==> src/hdl/lghm_pkg.sv <==
// ============================================================================
// lghm_pkg: shared types and constants for the lattice gas hop unit
// Beat formats, controller/datapath command and status, register indexes
// and the hexagonal neighbour offsets.
// ============================================================================
package lghm_pkg;

    localparam int GRID_SIDE_DEF  = 48;
    localparam int ATOM_COUNT_DEF = 768;
    localparam int PROB_BITS_DEF  = 16;

    localparam int COORD_W     = 6;
    localparam int IDX_W       = 10;
    localparam int DIRECTION_W = 3;
    localparam int RND_W       = 16;
    localparam int THR_W       = 16;
    localparam int THR_COUNT   = 5;
    localparam int CHANGE_W    = 4;
    localparam int TOTAL_W     = 32;
    localparam int COUNT_W     = 3;
    localparam int STEP_W      = 4;
    localparam int DIR_COUNT   = 6;

    localparam int APB_ADDR_W = 5;
    localparam int APB_DATA_W = 32;

    // Scan steps: the target site first, then the origin ring, then the target ring.
    localparam logic [STEP_W-1:0] STEP_TARGET      = 4'd0;
    localparam logic [STEP_W-1:0] STEP_ORIGIN_LAST = 4'd6;
    localparam logic [STEP_W-1:0] STEP_LAST        = 4'd12;

    typedef enum logic [DIRECTION_W-1:0] {
        HOP_SW = 3'd0,
        HOP_S  = 3'd1,
        HOP_E  = 3'd2,
        HOP_NE = 3'd3,
        HOP_N  = 3'd4,
        HOP_W  = 3'd5
    } t_dir;

    typedef enum logic [1:0] {
        DELTA_NONE = 2'd0,
        DELTA_DEC  = 2'd1,
        DELTA_INC  = 2'd2
    } t_delta;

    typedef enum logic [2:0] {
        REG_THR1 = 3'd0,
        REG_THR2 = 3'd1,
        REG_THR3 = 3'd2,
        REG_THR4 = 3'd3,
        REG_THR5 = 3'd4
    } t_reg;

    typedef enum logic [3:0] {
        S_INIT,
        S_IDLE,
        S_CHECK,
        S_POS,
        S_SCAN,
        S_DRAIN,
        S_DECIDE,
        S_MOVE_FROM,
        S_MOVE_TO,
        S_RESULT
    } t_state;

    typedef struct packed {
        logic [IDX_W-1:0]       atom_index;
        logic [DIRECTION_W-1:0] direction;
        logic [RND_W-1:0]       random_fraction;
    } t_hop_in;

    typedef struct packed {
        logic                       accepted;
        logic                       blocked;
        logic [COORD_W-1:0]         from_x;
        logic [COORD_W-1:0]         from_y;
        logic [COORD_W-1:0]         to_x;
        logic [COORD_W-1:0]         to_y;
        logic signed [CHANGE_W-1:0] neighbour_change;
        logic [TOTAL_W-1:0]         move_total;
        logic [TOTAL_W-1:0]         reject_total;
    } t_hop_out;

    typedef struct packed {
        logic [COORD_W-1:0] y;
        logic [COORD_W-1:0] x;
    } t_pos;

    typedef struct packed {
        logic              init_step;
        logic              start;
        logic              pos_rd;
        logic              pos_latch;
        logic              scan_rd;
        logic [STEP_W-1:0] scan_step;
        logic              decide;
        logic              move_from;
        logic              move_to;
        logic              load_out;
    } t_dp_cmd;

    typedef struct packed {
        logic init_last;
        logic placed_ok;
        logic dir_ok;
        logic blocked;
        logic accept;
        logic out_free;
    } t_dp_sts;

    function automatic t_delta f_hop_dx(input logic [DIRECTION_W-1:0] dir);
        t_delta d;
        case (t_dir'(dir))
            HOP_SW: d = DELTA_DEC;
            HOP_E:  d = DELTA_INC;
            HOP_NE: d = DELTA_INC;
            HOP_W:  d = DELTA_DEC;
            default: d = DELTA_NONE;
        endcase
        return d;
    endfunction

    function automatic t_delta f_hop_dy(input logic [DIRECTION_W-1:0] dir);
        t_delta d;
        case (t_dir'(dir))
            HOP_SW: d = DELTA_DEC;
            HOP_S:  d = DELTA_DEC;
            HOP_NE: d = DELTA_INC;
            HOP_N:  d = DELTA_INC;
            default: d = DELTA_NONE;
        endcase
        return d;
    endfunction

    function automatic logic [COORD_W-1:0] f_wrap(
        input logic [COORD_W-1:0] c,
        input t_delta             d,
        input logic [COORD_W-1:0] last
    );
        logic [COORD_W-1:0] r;
        case (d)
            DELTA_DEC: r = (c == '0) ? last : c - COORD_W'(1);
            DELTA_INC: r = (c == last) ? '0 : c + COORD_W'(1);
            default:   r = c;
        endcase
        return r;
    endfunction

endpackage

==> src/hdl/lghm_regs.sv <==
// ============================================================================
// lghm_regs: acceptance threshold registers
// APB-style register file holding the five acceptance thresholds.
// ============================================================================
module lghm_regs (
    input  logic                                                i_clk,
    input  logic                                                i_rst_n,
    input  logic                                                i_psel,
    input  logic                                                i_penable,
    input  logic                                                i_pwrite,
    input  logic [lghm_pkg::APB_ADDR_W-1:0]                     i_paddr,
    input  logic [lghm_pkg::APB_DATA_W-1:0]                     i_pwdata,
    output logic [lghm_pkg::APB_DATA_W-1:0]                     o_prdata,
    output logic [lghm_pkg::THR_COUNT-1:0][lghm_pkg::THR_W-1:0] o_thr
);
    import lghm_pkg::*;

    logic [THR_COUNT-1:0][THR_W-1:0] r_thr;
    logic [2:0]                      reg_sel;
    logic                            wr_en;
    logic [THR_W-1:0]                rd_val;

    assign reg_sel = i_paddr[4:2];
    assign wr_en   = i_psel && i_penable && i_pwrite;

    always_ff @(posedge i_clk) begin
        if (!i_rst_n) begin
            r_thr <= '1;
        end else if (wr_en) begin
            case (t_reg'(reg_sel))
                REG_THR1: r_thr[0] <= i_pwdata[THR_W-1:0];
                REG_THR2: r_thr[1] <= i_pwdata[THR_W-1:0];
                REG_THR3: r_thr[2] <= i_pwdata[THR_W-1:0];
                REG_THR4: r_thr[3] <= i_pwdata[THR_W-1:0];
                REG_THR5: r_thr[4] <= i_pwdata[THR_W-1:0];
                default: ;
            endcase
        end
    end

    always_comb begin
        case (t_reg'(reg_sel))
            REG_THR1: rd_val = r_thr[0];
            REG_THR2: rd_val = r_thr[1];
            REG_THR3: rd_val = r_thr[2];
            REG_THR4: rd_val = r_thr[3];
            REG_THR5: rd_val = r_thr[4];
            default:  rd_val = '0;
        endcase
    end

    assign o_prdata = APB_DATA_W'(rd_val);
    assign o_thr    = r_thr;

endmodule

==> config.mk <==
export PLATFORM = sky130hd
export DESIGN_NAME = lghm_regs
export DESIGN_NICKNAME = d
export VERILOG_FILES = /design/src/hdl/lghm_pkg.sv /design/src/hdl/lghm_regs.sv
export SDC_FILE = /design/constraint.sdc
export NUM_CORES = 1
export LEC_CHECK = 0
export ABC_CLOCK_PERIOD_IN_PS = 1900
export BUFFER_PORTS_ARGS = -buffer_cell sky130_fd_sc_hd__buf_2
export CAP_MARGIN = 20
export CORE_UTILIZATION = 48
export CTS_CLUSTER_SIZE = 24
export DETAILED_ROUTE_END_ITERATION = 10
export PLACE_DENSITY = 0.91
export RECOVER_POWER = 25
export SLEW_MARGIN = 20
export SYNTH_ARGS = -nofsm -noshare
export SYNTH_HDL_FRONTEND = slang
export SYNTH_SLANG_ARGS = --single-unit
==> constraint.sdc <==
create_clock -name i_clk -period 1.9 [get_ports i_clk]
set_input_delay 0.475 -clock i_clk [delete_from_list [all_inputs] [get_ports i_clk]]
set_output_delay 0.475 -clock i_clk [all_outputs]
set_load 0.05 [all_outputs]
# After elaboration in Yosys (flattened, before gate mapping)
# Index checks and enable logic that the tools add are counted.
# Widths: inputs -> output; s select.
classes:
  eq_ne: 4
  n_reduce_logical: 8
  n_mux: 1
ops:
  columns: ["operator", "count"]
  rows:
  - ["$pmux 16 s5", 1]
  - ["$reduce_and 2->1", 5]
  - ["$eq 3x2->1 const B", 2]
  - ["$eq 3x1->1 const B", 1]
  - ["$eq 3x3->1 const B", 1]
  - ["$logic_not 3->1", 1]
  - ["$logic_and 1x1->1", 2]
word_totals:
  register_bits: 80
  inputBits: 42

# Longest topological paths before layout
depth:
  ltp_word: 3
  mapped_depth: 5

# Worst setup path before layout
# Ideal clock, no wire load.
synth_path:
  path_kind: "input-to-output"
  from: "in i_paddr[3] (netlist bit)"
  to: "out o_prdata[0] (netlist bit)"
  stages: 5
  arrival_ps: 1954
  path_slack_ps: -529
  t_required_ps: 1425
  path_cell_list: "buf_2 > nor2_4 > buf_2 > a22oi_1 > o22ai_1"
synth_between:
  elab_chain_len: 2
synth_rtl:
  columns: ["item", "line", "source"]
  rows:
  - ["start: declaration", "lghm_regs.sv:11", "input logic [lghm_pkg::APB_ADDR_W-1:0] i_paddr,"]
  - ["$eq 3x3->1, or another cell as far along", "lghm_regs.sv:42", "case (t_reg'(reg_sel))"]
  - ["$pmux 16 s5 *", "lghm_regs.sv:42", null]
  - ["end: declaration", "lghm_regs.sv:13", "output logic [lghm_pkg::APB_DATA_W-1:0] o_prdata,"]
# Every way passes the cells marked *; elsewhere a longest branch is shown, timed or not.

# Final worst setup path
layout_path:
  from: "in i_paddr[2] (netlist bit)"
  to: "out o_prdata[7] (netlist bit)"
# Same word-level chain as after synthesis.

==> out/metrics.yaml <==
run_status:
  status: "finished with violations"
  violations: "setup timing"
cells_and_area:
  multi_input_area_sq_um: 2190
  diodes: 0
  final_util_pct: 71.1
  final_nets: 574
  fin_cells: 636
  seqCellArea_sq_um: 1600
  drive_above_1_share_pct: 41.9
  design_area_sq_um: 5240
  largest_reg_flops: 80
  fillerInstances: 550
  area_delta_synth_final_pct: 41.1
sta:
  clock_skew_ps: 0
  hold_viol: 0
  tns_ps: -2090
  tightest_slew_ps: 608
  period_needed_ps: 2050
  fmax_ghz: 0.488
  finalCritPeriodShare_pct: 108
  rsz0062_at_grt: "true"
  fin_hold_ws_ps: 393
  slew_headroom_pct: 59.5
  setup_viol: 16
  drv_slew: 0
  setup_slack_ps: -151
setup_path:
  critPathCaptureType: "output port"
  critPathLaunchType: "input pin"
  critPathKind: "input pin to output port"
  cp.arrival_ps: 1580
  worst-path-buf-inv: 4
  cpLargestDelayFamily: "buffers and inverters"
  worst_path_most_repeated_cell: "buf_12"
  cp_max_fo: 8
  cp_slowest_stage_delay_ps: 350
  cp_slowest_cell: "a311o_2"
  required_ps: 1420
  crit_chain: "buf_12, buf_12, buf_12, mux2i_1, nor3_1, a311o_2, buf_8"
hold_path:
  hp-class: "input pin to flip-flop"
pwr:
  p_sw_share_pct: 31.3
  p_leak_uw: 0.00207
  power_frac_clock_pct: 32.6
  p_comb_share_pct: 22.6
  powerDensity_nw_per_um2: 730
  p_int_uw: 2630
  seq_power_share_pct: 44.7
  p_sw_uw: 1200
  max-vdd-ir-drop_mv: 0.544
logic_synthesis:
  synth-main-ff-cell: "dfxtp_1"
  synth_cell_types: 32
  synth-edff-count: 0
  synth_area_sq_um: 3710
  avgSynthCellArea_sq_um: 9.01
  ys_ff_latch: 80
  yosysWarnings: 0
  seq_area_frac_synth_pct: 43.1
  syn_inst: 412
  ys_async_sr_fraction_pct: 0
clock_network:
  clock_path_buffers: 2
  cts_buffers: 9
  cts_tree: "yes"
  clock_sinks: 80
  hold_buffers: 0
  path_clk_slew_ps: 80
  clk_latency_ps: 340
  root_buffer: "clkbuf_8"
  htreeDepth: 3
global_route:
  grt_pass1_vias: 3803
  grt_first_pass_wirelength_microns: 19300
  grt_max_degree: 65
  track_usage_pct: 30.2
  grt_antenna_before_repair: 0
  grt-ovfl-total: 0
place:
  place_area_sq_um: 4740
  placed_cells: 617
  portBuffers: 119
  gp_congestion: 0.864
  hpwl_microns: 8180
flow_run:
  maxCapViolations: 0
die:
  die_x_microns: 90.0
  boundaryPins: 154
  die_h_microns: 90.0
  core_sq_um: 7370
  dieArea_sq_um: 8090
  initial_core_util_pct: 50.4
  rows: 31
detailed_routing:
  initialDrtViolationCount: 217
  drt-pass1-iter-count: 5
  routedWlPerCell_microns: 19.0
  ant_nets: 0
  drc: 0
  drt-total-wl_microns: 12100
  via_count: 3846
  via_per_inst: 6.05
## layout by cell type, fill, tap and decap left out, types with 2 or more instances in the layout
cell type and n:
inv_1 17, o21ai_1 12, nand2_1 2, o211ai_1 64
mux2_4 6, buf_4 20, clkbuf_4 2, a22oi_2 30
dfxtp_1 80, nor2_1 32, clkinv_2 2, mux2i_1 17
or2_1 2, nand3b_1 2, nor2b_4 2, o21ai_0 52
buf_6 19, buf_2 101, buf_12 7, clkbuf_8 10
o22ai_4 15, mux2_1 8, conb_1 16
## worst min-delay path: cells and delay by family
kind	cells	cell delay, ps
simple gates	1	40
mux	1	100
buf+inv	1	90
## layer usage
layer / track usage (%) / wire length, microns / up-vias
met5: 0 / 0 / -
met4: 16.8 / 594 / 0
met3: 6.77 / 806 / 46
met2: 53.8 / 6140 / 214
met1: 33.0 / 4560 / 1847
li1: - / - / 1739
## timing repair
action	CTS	global route
gates cloned	1	1
setup endpoints to repair	16	16
setup buffers	1	0
pin swaps	24	3
gates resized for setup	69	4
## power by group through the flow
stage          clock [uW]  sequential [uW]  combinational [uW]
6_report             1250             1710                 866
5_1_grt              1350             1720                 901
4_1_cts              1260             1710                 849
3_5_place_dp            0             1750                 760
3_3_place_gp            0             1750                 747
2_1_floorplan           0             1820                 537
## metrics by stage
step                      setup slack [ps]  power [uW]
after floorplan                      -5.26        2360
after global placement                -271        2500
after detailed placement              -298        2510
after CTS                             -143        3820
after global routing                  -182        3960
final                                 -151        3830
## cells in the mapped netlist, drive strengths merged, types with 3 or more instances
master	number	area [sq um]
inv	17	63.8
clkbuf	26	97.6
o21ai	64	320
or2	3	18.8
buf	31	205
dfxtp	80	1600
a22oi	30	225
mux2	15	169
mux2i	17	170
nor2	33	131
o211ai	64	480
o22ai	15	93.8
## cells by family (layout without fill, tap and decap cells)
| kind of cell | count (synthesis) | in the layout | share of synthesized area [%] |
|---|---|---|---|
| other cells | 1 | 16 | 0.101 |
| simple gates | 50 | 50 | 7.21 |
| buf+inv | 74 | 184 | 9.87 |
| compound gates | 175 | 175 | 30.6 |
| mux | 32 | 32 | 9.13 |
| flops | 80 | 80 | 43.1 |
## layout make-up
type,instances,share of cell area [%]
tap,99,2.36
multi-input combinational,273,41.7
sequential,80,30.6
clock buffer,11,2.70
inverter,17,1.22
timing repair buffer,151,20.4
clock inverter,5,1.07
## final timing paths
path / cells past startpoint / slack (ps) / startpoint / to
hold reg to reg: 2 / 520 / o_thr[37] / o_thr[37]
setup / recovery: 7 / -150 / i_paddr[2] / o_prdata[7]
setup reg to reg: 2 / 1170 / o_thr[62] / o_thr[62]
hold / removal: 3 / 390 / i_pwdata[9] / o_thr[73]
Power figures use the tool's default switching activity.
