**config.mk**
```make
export PLATFORM = sky130hd
export DESIGN_NAME = lghm_ctrl
export DESIGN_NICKNAME = d
export VERILOG_FILES = /design/src/hdl/lghm_pkg.sv /design/src/hdl/lghm_ctrl.sv
export SDC_FILE = /design/constraint.sdc
export NUM_CORES = 1
export LEC_CHECK = 0
export ABC_CLOCK_PERIOD_IN_PS = 1500
export BUFFER_PORTS_ARGS = -buffer_cell sky130_fd_sc_hd__buf_2
export CELL_PAD_IN_SITES_DETAIL_PLACEMENT = 0
export CELL_PAD_IN_SITES_GLOBAL_PLACEMENT = 1
export CORE_MARGIN = 2
export CORE_UTILIZATION = 33
export CTS_BUF_LIST = sky130_fd_sc_hd__clkbuf_4 sky130_fd_sc_hd__clkbuf_8
export DETAILED_ROUTE_END_ITERATION = 6
export GPL_TIMING_DRIVEN = 1
export PLACE_DENSITY_LB_ADDON = 0.1
export SLEW_MARGIN = 20
export SYNTH_ARGS = -nofsm -noshare
export SYNTH_HDL_FRONTEND = slang
export SYNTH_SLANG_ARGS = --single-unit
```
**constraint.sdc**
```tcl
create_clock -name i_clk -period 1.5 [get_ports i_clk]
set_input_delay 0.075 -clock i_clk [delete_from_list [all_inputs] [get_ports i_clk]]
set_output_delay 0.075 -clock i_clk [all_outputs]
set_load 0.02 [all_outputs]
```
**src/hdl/lghm_pkg.sv**
```systemverilog
// ============================================================================
// lghm_pkg: shared types and constants for the lattice gas hop unit
// Beat formats, controller/datapath command and status, register indexes
// and the hexagonal neighbour offsets.
// ============================================================================
package lghm_pkg;

    localparam int GRID_SIDE_DEF  = 48;
    localparam int ATOM_COUNT_DEF = 768;
    localparam int PROB_BITS_DEF  = 16;

    localparam int COORD_W     = 6;
    localparam int IDX_W       = 10;
    localparam int DIRECTION_W = 3;
    localparam int RND_W       = 16;
    localparam int THR_W       = 16;
    localparam int THR_COUNT   = 5;
    localparam int CHANGE_W    = 4;
    localparam int TOTAL_W     = 32;
    localparam int COUNT_W     = 3;
    localparam int STEP_W      = 4;
    localparam int DIR_COUNT   = 6;

    localparam int APB_ADDR_W = 5;
    localparam int APB_DATA_W = 32;

    // Scan steps: the target site first, then the origin ring, then the target ring.
    localparam logic [STEP_W-1:0] STEP_TARGET      = 4'd0;
    localparam logic [STEP_W-1:0] STEP_ORIGIN_LAST = 4'd6;
    localparam logic [STEP_W-1:0] STEP_LAST        = 4'd12;

    typedef enum logic [DIRECTION_W-1:0] {
        HOP_SW = 3'd0,
        HOP_S  = 3'd1,
        HOP_E  = 3'd2,
        HOP_NE = 3'd3,
        HOP_N  = 3'd4,
        HOP_W  = 3'd5
    } t_dir;

    typedef enum logic [1:0] {
        DELTA_NONE = 2'd0,
        DELTA_DEC  = 2'd1,
        DELTA_INC  = 2'd2
    } t_delta;

    typedef enum logic [2:0] {
        REG_THR1 = 3'd0,
        REG_THR2 = 3'd1,
        REG_THR3 = 3'd2,
        REG_THR4 = 3'd3,
        REG_THR5 = 3'd4
    } t_reg;

    typedef enum logic [3:0] {
        S_INIT,
        S_IDLE,
        S_CHECK,
        S_POS,
        S_SCAN,
        S_DRAIN,
        S_DECIDE,
        S_MOVE_FROM,
        S_MOVE_TO,
        S_RESULT
    } t_state;

    typedef struct packed {
        logic [IDX_W-1:0]       atom_index;
        logic [DIRECTION_W-1:0] direction;
        logic [RND_W-1:0]       random_fraction;
    } t_hop_in;

    typedef struct packed {
        logic                       accepted;
        logic                       blocked;
        logic [COORD_W-1:0]         from_x;
        logic [COORD_W-1:0]         from_y;
        logic [COORD_W-1:0]         to_x;
        logic [COORD_W-1:0]         to_y;
        logic signed [CHANGE_W-1:0] neighbour_change;
        logic [TOTAL_W-1:0]         move_total;
        logic [TOTAL_W-1:0]         reject_total;
    } t_hop_out;

    typedef struct packed {
        logic [COORD_W-1:0] y;
        logic [COORD_W-1:0] x;
    } t_pos;

    typedef struct packed {
        logic              init_step;
        logic              start;
        logic              pos_rd;
        logic              pos_latch;
        logic              scan_rd;
        logic [STEP_W-1:0] scan_step;
        logic              decide;
        logic              move_from;
        logic              move_to;
        logic              load_out;
    } t_dp_cmd;

    typedef struct packed {
        logic init_last;
        logic placed_ok;
        logic dir_ok;
        logic blocked;
        logic accept;
        logic out_free;
    } t_dp_sts;

    function automatic t_delta f_hop_dx(input logic [DIRECTION_W-1:0] dir);
        t_delta d;
        case (t_dir'(dir))
            HOP_SW: d = DELTA_DEC;
            HOP_E:  d = DELTA_INC;
            HOP_NE: d = DELTA_INC;
            HOP_W:  d = DELTA_DEC;
            default: d = DELTA_NONE;
        endcase
        return d;
    endfunction

    function automatic t_delta f_hop_dy(input logic [DIRECTION_W-1:0] dir);
        t_delta d;
        case (t_dir'(dir))
            HOP_SW: d = DELTA_DEC;
            HOP_S:  d = DELTA_DEC;
            HOP_NE: d = DELTA_INC;
            HOP_N:  d = DELTA_INC;
            default: d = DELTA_NONE;
        endcase
        return d;
    endfunction

    function automatic logic [COORD_W-1:0] f_wrap(
        input logic [COORD_W-1:0] c,
        input t_delta             d,
        input logic [COORD_W-1:0] last
    );
        logic [COORD_W-1:0] r;
        case (d)
            DELTA_DEC: r = (c == '0) ? last : c - COORD_W'(1);
            DELTA_INC: r = (c == last) ? '0 : c + COORD_W'(1);
            default:   r = c;
        endcase
        return r;
    endfunction

endpackage

```
**src/hdl/lghm_ctrl.sv**
```systemverilog
// ============================================================================
// lghm_ctrl: hop sequencer
// State machine that runs the reset fill, the position lookup, the
// thirteen-read occupancy scan, the decision, the write-back and the result.
// ============================================================================
module lghm_ctrl (
    input  logic              i_clk,
    input  logic              i_rst_n,
    input  logic              i_in_valid,
    input  lghm_pkg::t_dp_sts i_sts,
    output lghm_pkg::t_dp_cmd o_cmd,
    output logic              o_in_stall
);
    import lghm_pkg::*;

    t_state            r_state;
    t_state            n_state;
    logic [STEP_W-1:0] r_step;
    logic [STEP_W-1:0] n_step;

    always_ff @(posedge i_clk) begin
        if (!i_rst_n) begin
            r_state <= S_INIT;
            r_step  <= '0;
        end else begin
            r_state <= n_state;
            r_step  <= n_step;
        end
    end

    assign n_step = (r_state == S_SCAN) ? r_step + STEP_W'(1) : '0;

    always_comb begin
        n_state = r_state;
        case (r_state)
            S_INIT:      if (i_sts.init_last) n_state = S_IDLE;
            S_IDLE:      if (i_in_valid) n_state = S_CHECK;
            S_CHECK:     n_state = i_sts.placed_ok ? S_POS : S_RESULT;
            S_POS:       n_state = i_sts.dir_ok ? S_SCAN : S_RESULT;
            S_SCAN:      if (r_step == STEP_LAST) n_state = S_DRAIN;
            S_DRAIN:     n_state = S_DECIDE;
            S_DECIDE: begin
                n_state = (!i_sts.blocked && i_sts.accept) ? S_MOVE_FROM : S_RESULT;
            end
            S_MOVE_FROM: n_state = S_MOVE_TO;
            S_MOVE_TO:   n_state = S_RESULT;
            S_RESULT:    if (i_sts.out_free) n_state = S_IDLE;
            default:     n_state = S_INIT;
        endcase
    end

    always_comb begin
        o_cmd           = '0;
        o_cmd.scan_step = r_step;
        o_in_stall      = 1'b1;
        case (r_state)
            S_INIT:      o_cmd.init_step = 1'b1;
            S_IDLE: begin
                o_in_stall  = 1'b0;
                o_cmd.start = i_in_valid;
            end
            S_CHECK:     o_cmd.pos_rd = i_sts.placed_ok;
            S_POS:       o_cmd.pos_latch = 1'b1;
            S_SCAN:      o_cmd.scan_rd = 1'b1;
            S_DECIDE:    o_cmd.decide = 1'b1;
            S_MOVE_FROM: o_cmd.move_from = 1'b1;
            S_MOVE_TO:   o_cmd.move_to = 1'b1;
            S_RESULT:    o_cmd.load_out = i_sts.out_free;
            default: ;
        endcase
    end

endmodule

```
==> After elaboration in Yosys (flattened, before gate mapping) <==
Index checks and enable logic that the tools add are counted.
{ "word_totals": {"regBits": 8, "output_inout_bits": 14, "wordCells": 40, "inputBits": 9} }
{ "classes": {"reduce_logical": 5, "mux": 18, "n_addsub": 1, "eq_ne": 14} }
{ "op_table": {"columns": ["op", "count"], "rows": [
  ["case mux 4 bit (10 select lines)", 1],
  ["two-way mux 4 bit", 7],
  ["== test 4 x 3 -> 1 bit, second input constant", 4],
  ["== test 4 bit, second input constant", 3],
  ["two-way mux 1 bit", 10],
  ["== test 4 x 2 -> 1 bit, second input constant", 2],
  ["inequality test 2 bit, second input constant", 3],
  ["adder 4 x 1 -> 4 bit, second input constant", 1],
  ["== test 4 x 1 -> 1 bit, second input constant", 1],
  ["logical NOT 4 bit", 1],
  ["AND reduction 4 bit", 1],
  ["inequality test 2 x 1 -> 1 bit, second input constant", 1],
  ["AND reduction 2 bit", 1],
  ["logical AND 1 bit", 1],
  ["logical NOT 1 bit", 1]
]} }

==> Logic depth before layout (Yosys ltp) <==
Gate-level depths: netlist (run 1).
{ "logic_depth": {"ltp_word": 4, "mapped_depth": 5, "depth_no_buf": 5} }

==> Worst setup path before layout (run 1) <==
Ideal clock, no wire load.
{ "synth_timing": {"path_type": "register to register", "from": "register r_state[1]", "to": "register r_state[1]", "setup_ns": 0.117, "n_path_buf": 1, "arrival_time_ns": 1.571, "stages_incl_launch_ff": 5, "period_less_slack_ns": 1.688, "slack_ns": -0.188, "required_ns": 1.383, "cell_sequence": "dfxtp_1 buf_6 nor4_1 a211oi_1 and4bb_1"} }
{ "synth_between": {"elab_chain_len": 3, "elab_cells_between_ends": 16, "cone_classes": "eq/ne (13); mux (1); reduce/logical (2)"} }
{ "synth_rtl": {"columns": ["item", "line_no", "source"], "rows": [
  ["start: declaration", "lghm_ctrl.sv:16", "t_state r_state;"],
  ["start signal: assignment", "lghm_ctrl.sv:26", "r_state <= n_state;"],
  ["== test 4 x 3 -> 1 bit (tied with other cells)", "lghm_ctrl.sv:35", "case (r_state)"],
  ["inequality test 2 x 1 -> 1 bit (no line) / inequality test 2 bit (equally long branches)", null, null],
  ["AND reduction 4 bit (no line)", null, null]
]} }
Several ways; a longest one is shown, not always the timed one.
A chain may end at the register's enable or synchronous reset.

==> flow_summary_export.csv, run 1 <==
group,metric,value,unit
worst_setup_path,r2r-start,"r_step[0]",
worst_hold_path,min_from,"i_rst_n",
routing,met3_length,72,um
clock_network,tritoncts,"done",
worst_setup_path,reg2reg_depth,5,
routing,routedWlPerCell,11.50,um
routing,drt_iter0_drc,11,
worst_hold_path,hold_class,"in2reg",
worst_setup_path,cp.arrival,1350,ps
worst_setup_path,reg2reg_slack,190,ps
logic_synthesis,synth_edf_count,0,
placement,dpl.hpwl,983.4,um
clock_network,cts_buffers,3,
floorplanning,core,0.001524,mm^2
power,p_int,570.2,uW
sta,finalCritPeriodShare,0.9522,
routing,via_count,547,
placement,io_buffers,22,
sta,setup_tns,0,ps
clock_network,clk_latency,250,ps
logic_synthesis,synthCells,68,
logic_synthesis,synth.distinct_cells,31,
final_layout,area_growth,27.94,%
power,sequentialPowerShare,0.346,
final_layout,finish.net_count,104,
power,p_leak,0.3309,nW
logic_synthesis,yosysWarnings,0,
power,clkPwrFrac,0.163,
grt,grt_pass1_vias,474,
worst_setup_path,end_kind,"primary output",
floorplanning,pin_count,23,
routing,route.detailed.drc,0,
worst_hold_path,hold_end,"r_state[3]",
floorplanning,die_area,0.001982,mm^2
floorplanning,die_h,44.52,um
sta,worst_pin_slew,339.2,ps
final_layout,antenna_cells,0,
logic_synthesis,ys_async_sr_fraction,0,
final_layout,fillers,172,
routing,routed_wl,1230,um
logic_synthesis,synth-seq-cells,8,
sta,grt_setup_unrepaired,"no",
clock_network,ctsHtreeMaxLevel,1,
logic_synthesis,syn_nets,79,
grt,grtUsageTotal,0.1390,
logic_synthesis,ys.flop_type,"dfxtp_1",
logic_synthesis,synth_seq_area_share,0.2956,
grt,antenna_found_initial,0,
routing,dr.max_layer_used,"met4",
floorplanning,die_w,44.52,um
clock_network,clockRootBuffer,"clkbuf_4",
worst_hold_path,hold_depth,2,
sta,skew,2.229,ps
grt,grt_max_degree,12,
power,switching_share,0.4264,
floorplanning,start_util,0.3555,
clock_network,holdBufCountCts,0,
sta,slew_violations,0,
worst_setup_path,crit_required,1420,ps
worst_setup_path,r2r_end,"r_state[1]",
power,ir_drop,808.1,uV
routing,wl_met2,532,um
final_layout,drive_gt1_frac,0.3516,
run,maxCapViolCount,0,
clock_network,cts_buffer_depth,2,
logic_synthesis,yosysTopAreaCellShare,0.2956,
power,p_comb_frac,0.490,
logic_synthesis,synthTopCellsByCount,"8 x dfxtp_1, 8 x nor2_1, 5 x and3_1, 5 x inv_1",
logic_synthesis,syn-cell-area,541.8,um^2
worst_setup_path,path_max_fanout,7,
status,status,"complete, no violations",
power,p_total,994.1,uW
final_layout,multi_input_area,341.6,um^2
grt,grt-ovfl-total,0,
grt,grt_pass1_wl,2001,um
routing,routed_via_density,5.112,
logic_synthesis,synth_area_per_cell,7.967,um^2
routing,ant_nets,0,
sta,hold_viol,0,
clock_network,clk_pin_slew,50,ps
placement,gp_congestion,0.7304,
floorplanning,core.rowCount,14,
worst_setup_path,startpoint_type,"register",
clock_network,clock-sinks,8,
sta,min_period,1428,ps
sta,fmax,700.2,MHz
worst_setup_path,critPathKind,"reg2out",
logic_synthesis,yosys.area.top_type,"dfxtp_1",
routing,dr.pass1.iters,3,
sta,finalSetupViolations,0,
power,p_per_area,1434,mW/mm^2
power,netSwitchingPower,423.9,uW
sta,max-slew-margin-rel,0.7721,
routing,wl_met1,615,um
logic_synthesis,yosys-top-cells-area,"dfxtp_1 30%, and3_1 5.8%, nor2_1 5.5%",
final_layout,seq_area,165.2,um^2
-- layout by cell type, fill, tap and decap left out --
master	instances
and3_1	5
dfxtp_2	1
a21boi_1	1
and2b_1	1
nor4_2	1
and2_1	1
a32oi_1	1
xnor2_1	1
nor3_1	3
a211oi_1	1
nor2b_4	1
a2111oi_1	1
o21a_1	2
nand2_1	4
nand3_1	2
clkbuf_4	3
nand2b_1	4
o311ai_0	1
dfxtp_4	1
buf_4	2
mux2i_1	1
dfxtp_1	6
o221ai_1	1
a31oi_1	1
inv_1	5
o21ai_0	3
a21oi_1	1
a311oi_1	1
and4bb_1	1
buf_2	22
or2b_2	1
xor2_1	1
ha_1	2
nor2_1	8
-- per-layer routing --
metal | GRT usage | vias up
li1 | - | 288
met1 | 0.1807 | 244
met2 | 0.2000 | 13
met3 | 0.06122 | 2
met4 | 0.05455 | 0
met5 | 0 | -
-- logic make-up (layout without fill, tap and decap cells) --
logic type               after synthesis  after routing  share of synthesized area
adder cells (fa/ha/maj)                2              2                    0.04618
XOR/XNOR                               2              2                    0.03234
AND/OR/NAND/NOR                       32             32                     0.3256
AO/OA/AOI/OAI                         14             14                     0.1871
multiplexers                           1              1                    0.01848
buffers and inverters                  9             32                    0.09469
flip-flops                             8              8                     0.2956
-- repair_timing --
action / in CTS / in global routing
buffers inserted: 0 / 0
resized for setup: 1 / 3
setup endpoints to repair: 2 / 2
cloned: 0 / 0
pin swaps: 0 / 0
-- through the flow --
step	hold WS, ps	std cells	setup WS (ps)	cell area, um^2	util
2_1_floorplan	220.9	68	100.4	548.0	-
3_3_place_gp	378.9	104	104.3	660.6	0.4335
3_5_place_dp	373.0	104	135.9	660.6	0.4335
4_1_cts	105.9	107	68.32	684.4	0.4491
5_1_grt	108.7	107	3.137	693.2	0.4548
6_report	111.4	107	71.73	693.2	0.4548
-- state kept, by name, summed over array words and instances, names as in the netlist --
register / count
r_step: 4
r_state: 4
-- final cells by class --
type | count | area share
multi-input combinational | 51 | 0.4928
sequential | 8 | 0.2383
timing repair buffer | 24 | 0.1805
clock buffer | 3 | 0.03249
tap | 16 | 0.02888
inverter | 5 | 0.02708
-- worst max-delay path by stage --
stage / from / endpoint / cells past startpoint
3_3_place_gp: r_state[1] / r_state[0] / 4
6_report: r_state[2] / o_cmd[8] / 3
4_1_cts: r_state[1] / o_cmd[10] / 4
3_5_place_dp: r_state[1] / r_state[0] / 4
2_1_floorplan: r_state[1] / r_state[1] / 4
5_1_grt: r_state[2] / o_cmd[8] / 3
-- worst max-delay path: stages (launching register included) --
cell,delay (ps)
dfxtp_1,450
nand2b_1,130
nor3_1,290
buf_2,230
-- power groups by stage --
stage / logic (mW) / clock network, mW / registers [mW]
6_report: 0.487 / 0.162 / 0.344
5_1_grt: 0.541 / 0.186 / 0.352
3_3_place_gp: 0.486 / 0 / 0.339
4_1_cts: 0.486 / 0.173 / 0.333
2_1_floorplan: 0.444 / 0 / 0.270
3_5_place_dp: 0.485 / 0 / 0.337
Note: power is estimated with default switching activity, not from simulation.
==> run 2: changes to the inputs <==
--- a/config.mk
+++ b/config.mk
@@ -7,13 +7,14 @@
 export LEC_CHECK = 0
 export ABC_CLOCK_PERIOD_IN_PS = 1500
 export BUFFER_PORTS_ARGS = -buffer_cell sky130_fd_sc_hd__buf_2
+export CAP_MARGIN = 10
 export CELL_PAD_IN_SITES_DETAIL_PLACEMENT = 0
 export CELL_PAD_IN_SITES_GLOBAL_PLACEMENT = 1
 export CORE_MARGIN = 2
 export CORE_UTILIZATION = 33
 export CTS_BUF_LIST = sky130_fd_sc_hd__clkbuf_4 sky130_fd_sc_hd__clkbuf_8
 export DETAILED_ROUTE_END_ITERATION = 6
-export GPL_TIMING_DRIVEN = 1
+export GPL_TIMING_DRIVEN = 0
 export PLACE_DENSITY_LB_ADDON = 0.1
 export SLEW_MARGIN = 20
 export SYNTH_ARGS = -nofsm -noshare
==> run 2 against run 1 <==
Clock power about the same. Total power increased by 2.5%. Global-route usage increased by 0.63 points. Critical path depth increased by 1. Critical path type unchanged. Largest power group unchanged.
==> flow_summary_export.csv, run 2 (synthesized netlist as in run 1, its figures left out) <==
group,metric,value,unit
sta,slew_violations,0,
grt,grt_pass1_vias,491,
worst_setup_path,reg2reg_slack,200,ps
placement,post-place-ws,193.5,ps
clock_network,holdBufCountCts,0,
worst_setup_path,r2r-start,"r_step[0]",
sta,grt_setup_unrepaired,"no",
worst_hold_path,hold_depth,2,
final_layout,finish.net_count,106,
final_layout,drive_gt1_frac,0.3548,
final_layout,top_regs,"r_state x4, r_step x4",
grt,grt_max_degree,11,
worst_hold_path,hold_class,"in2reg",
floorplanning,core,0.001524,mm^2
clock_network,clockRootBuffer,"clkbuf_4",
sta,skew,4.156,ps
sta,finalSetupViolations,0,
final_layout,layout_commonest_cell,"buf_2",
clock_network,clk_pin_slew,50,ps
routing,ant_nets,0,
routing,via_count,544,
placement,gp_congestion,0.7732,
clock_network,post_cts_buffers,0,
final_layout,final_area,706.9,um^2
floorplanning,core.rowCount,14,
floorplanning,die_h,44.52,um
worst_hold_path,min_from,"i_rst_n",
run,maxCapViolCount,0,
placement,io_buffers,22,
sta,max-slew-margin-rel,0.7875,
final_layout,multi_input_area,342.8,um^2
sta,worst_pin_slew,317.9,ps
routing,routed_via_density,4.991,
final_layout,seq_area,160.2,um^2
worst_setup_path,end_kind,"primary output",
sta,setup_tns,0,ps
clock_network,tritoncts,"done",
grt,antenna_found_initial,0,
worst_setup_path,critPathKind,"reg2out",
sta,min_period,1405,ps
routing,drt_iter0_drc,5,
grt,grt_pass1_wl,2090,um
routing,routedWlPerCell,10.88,um
clock_network,cts-resized-gates,0,
final_layout,area_growth,30.48,%
status,status,"complete, no violations",
routing,route.detailed.drc,0,
final_layout,antenna_cells,0,
sta,finalCritPeriodShare,0.9366,
placement,dpl_cell_area,678.2,um^2
routing,routed_wl,1186,um
worst_setup_path,crit_required,1420,ps
placement,dp_cells,106,
final_layout,fillers,164,
routing,dr.pass1.iters,4,
final_layout,fin_util,0.4639,
worst_setup_path,r2r_end,"r_state[1]",
power,p_per_area,1441,mW/mm^2
placement,dpl.hpwl,968.1,um
floorplanning,die_w,44.52,um
sta,hold_viol,0,
clock_network,ctsHtreeMaxLevel,1,
sta,fmax,711.8,MHz
final_layout,final_cell_count_no_fill,109,
worst_setup_path,startpoint_type,"register",
floorplanning,die_area,0.001982,mm^2
sta,fin_hold_ws,110.5,ps
clock_network,clk_latency,250,ps
worst_setup_path,cp.arrival,1330,ps
clock_network,clock-sinks,8,
power,ir_drop,814.4,uV
grt,grtUsageTotal,0.1454,
clock_network,cts_buffers,3,
power,p_leak,0.3415,nW
power,p_total,1.019,mW
worst_setup_path,path_max_fanout,10,
grt,grt-ovfl-total,0,
floorplanning,start_util,0.3555,
clock_network,cts_buffer_depth,2,
final_layout,final_cell_mix,"24 x buf_2, 8 x nor2_1, 8 x dfxtp_1",
worst_hold_path,hold_end,"r_step[1]",
sta,fin_ws,95.06,ps
worst_setup_path,reg2reg_depth,5,
floorplanning,pin_count,23,
==> run 2: changes by cell type in the layout (fill, tap and decap cells not counted) <==
| cell | previous run | this run |
|---|---|---|
| buf_6 | 0 | 2 |
| dfxtp_1 | 6 | 8 |
| dfxtp_2 | 1 | 0 |
| and2b_1 | 1 | 0 |
| buf_4 | 2 | 0 |
| and2b_2 | 0 | 1 |
| buf_2 | 22 | 24 |
| dfxtp_4 | 1 | 0 |
==> run 2: worst max path at each step <==
stage | to | depth (start not counted) | from | slack [ps]
floorplan | r_state[1] | 4 | r_state[1] | 100
global placement | r_state[1] | 5 | r_step[0] | 180
detailed placement | r_state[1] | 5 | r_step[0] | 190
CTS | o_cmd[11] | 4 | r_state[0] | 40
global route | o_cmd[0] | 5 | r_state[0] | 7
finish | o_cmd[11] | 4 | r_state[0] | 100
==> run 2: where the power goes <==
| part | switching (mW) | internal [mW] |
|---|---|---|
| registers | 0.0211 | 0.248 |
| clock network | 0.0678 | 0.0912 |
| logic | 0.336 | 0.255 |
| total | 0.424 | 0.594 |
==> run 2: area by class of cell <==
cell class | count | area share
clock buffers | 3 | 0.03186
flip-flops and latches | 8 | 0.2265
repair buffers | 22 | 0.1558
well taps | 16 | 0.02832
plain buffers | 4 | 0.04602
multi-input cells | 51 | 0.4850
inverters | 5 | 0.02655
==> run 2: per-layer routing <==
metal / track usage / vias up / wire, um
li1: - / 290 / -
met2: 0.1913 / 14 / 478
met1: 0.2064 / 240 / 633
met3: 0.07347 / 0 / 74
met5: 0 / - / 0
met4: 0.03636 / 0 / 0
==> run 2: worst max-delay path, cell delays in order (launching register included) <==
cell and delay [ps]:
dfxtp_1 350, buf_2 210, and2b_2 220, and3_1 150, buf_2 150
==> run 3: changes to the inputs <==
--- a/config.mk
+++ b/config.mk
@@ -16,6 +16,7 @@
 export DETAILED_ROUTE_END_ITERATION = 6
 export GPL_TIMING_DRIVEN = 0
 export PLACE_DENSITY_LB_ADDON = 0.1
+export SETUP_SLACK_MARGIN = 0.2
 export SLEW_MARGIN = 20
 export SYNTH_ARGS = -nofsm -noshare
 export SYNTH_HDL_FRONTEND = slang
==> run 3 against run 2 <==
Critical path depth is 1 higher. Design area rose by 21%. Maximum frequency increased by 7.6%. Clock skew is 7.1 ps higher. First-iteration DRC count grew to 3.2 times the previous value. Sequential share of layout area decreased by 2.4 points. Clock power grew 7%. Worst hold slack improved by 2.5 ps. Core utilization rose by 9.9 points.
==> flow_summary_export.csv, run 3 (synthesized netlist as in run 1, its figures left out) <==
group,metric,value,unit
final_layout,antenna_cells,0,
run,maxCapViolCount,0,
routing,route.detailed.drc,0,
floorplanning,die_area,0.001982,mm^2
sta,fin_ws,193.9,ps
worst_setup_path,slowest_stage,"dfxtp_2",
placement,dpl.hpwl,977.2,um
sta,min_period,1306,ps
final_layout,final_cell_mix,"17 x buf_2, 9 x buf_4, 8 x nor2_1",
worst_setup_path,critPathKind,"reg2out",
grt,grt_max_degree,11,
worst_setup_path,cpPeakStageDelay,340,ps
final_layout,top_regs,"r_state x4, r_step x4",
routing,dr.pass1.iters,4,
sta,finalSetupViolations,0,
power,ir_drop,947.8,uV
clock_network,clockRootBuffer,"clkbuf_4",
grt,antenna_found_initial,0,
sta,hold_viol,0,
placement,io_buffers,22,
worst_setup_path,path_max_fanout,4,
sta,max-slew-margin-rel,0.8119,
sta,grt_setup_unrepaired,"yes",
worst_setup_path,crit_family,"flip-flops",
floorplanning,core,0.001524,mm^2
routing,routed_via_density,5.026,
clock_network,holdBufCountCts,0,
final_layout,drive_gt1_frac,0.5000,
floorplanning,die_w,44.52,um
worst_setup_path,startpoint_type,"register",
grt,grt-ovfl-total,0,
floorplanning,pin_count,23,
grt,grt_pass1_vias,566,
sta,worst_pin_slew,278.5,ps
placement,gp_congestion,0.7530,
final_layout,layout_commonest_cell,"buf_2",
floorplanning,core.rowCount,14,
routing,drt_iter0_drc,16,
clock_network,cts_buffer_depth,2,
worst_setup_path,worstPathCellList,"buf_6, nor2b_4, nand2_1, nor3_1, buf_2",
clock_network,tritoncts,"done",
clock_network,clk_pin_slew,60,ps
power,p_total,1.299,mW
floorplanning,die_h,44.52,um
grt,grt_pass1_wl,2318,um
status,status,"complete, no violations",
final_layout,area_growth,58.20,%
final_layout,finish.net_count,113,
clock_network,clock-sinks,8,
sta,finalCritPeriodShare,0.8707,
sta,setup_tns,0,ps
worst_setup_path,crit_required,1420,ps
power,p_per_area,1515,mW/mm^2
worst_setup_path,cp.arrival,1230,ps
worst_setup_path,end_kind,"primary output",
routing,routedWlPerCell,12.33,um
clock_network,cts_buffers,3,
worst_hold_path,hold_class,"in2reg",
sta,fmax,765.7,MHz
routing,routed_wl,1430,um
placement,post-place-ws,234.9,ps
grt,grtUsageTotal,0.1640,
worst_setup_path,path_buf_inv,2,
sta,slew_violations,0,
sta,skew,11.25,ps
floorplanning,start_util,0.3555,
power,p_leak,0.3920,nW
routing,via_count,583,
clock_network,clk_latency,260,ps
routing,ant_nets,0,
clock_network,ctsHtreeMaxLevel,1,
-- run 3: changes by cell type in the layout (fill, tap and decap cells not counted), moves of 2 or more --
cell,previous run,this run
buf_2,24,17
buf_4,0,9
buf_6,2,6
dfxtp_1,8,3
dfxtp_2,0,2
dfxtp_4,0,3
-- run 3: area by class of cell --
type                            instances  area (um^2)
Fill cell                             154        666.9
Timing Repair Buffer                   29        201.4
Buffer                                  4        38.79
Tap cell                               16        20.02
Inverter                                5        18.77
Sequential cell                         8        173.9
Multi-Input combinational cell         51        381.6
Clock buffer                            3        22.52
-- run 3: path summary, 6_finish.rpt --
check	start	to	slack, ps	cells after the start
min reg2reg	r_step[0]	r_step[0]	440	1
min	i_rst_n	r_state[3]	110	2
max reg2reg	r_state[0]	r_state[0]	210	6
max	r_state[1]	o_cmd[10]	190	5
-- run 3: power breakdown --
part / switching (mW) / leakage, nW / internal (mW)
sequential: 0.0262 / 0.0681 / 0.255
combinational: 0.410 / 0.310 / 0.437
clock: 0.0784 / 0.0138 / 0.0919
-- run 3: per-stage QoR --
stage / util / instance area (um^2) / cells / hold WS, ps
after floorplan: - / 563.0 / 68 / 220.9
after global placement: 0.4548 / 693.2 / 106 / 376.3
after detailed placement: 0.4548 / 693.2 / 106 / 374.9
after CTS: 0.5328 / 812.0 / 115 / 106.0
after global routing: 0.5624 / 857.1 / 116 / 114.0
final: 0.5624 / 857.1 / 116 / 113.0
-- run 3: per-layer routing --
metal  vias to the layer above  wire length, um  track usage
li1                        305                -            -
met3                         2               81      0.07347
met1                       259              673       0.2074
met2                        17              668       0.2580
met4                         0                7      0.03030
met5                         -                0            0
-- run 3: timing repair --
item,CTS,global route
pin swaps,0,6
setup endpoints to repair,6,10
setup buffers,6,1
cloned,0,0
gates resized for setup,14,11
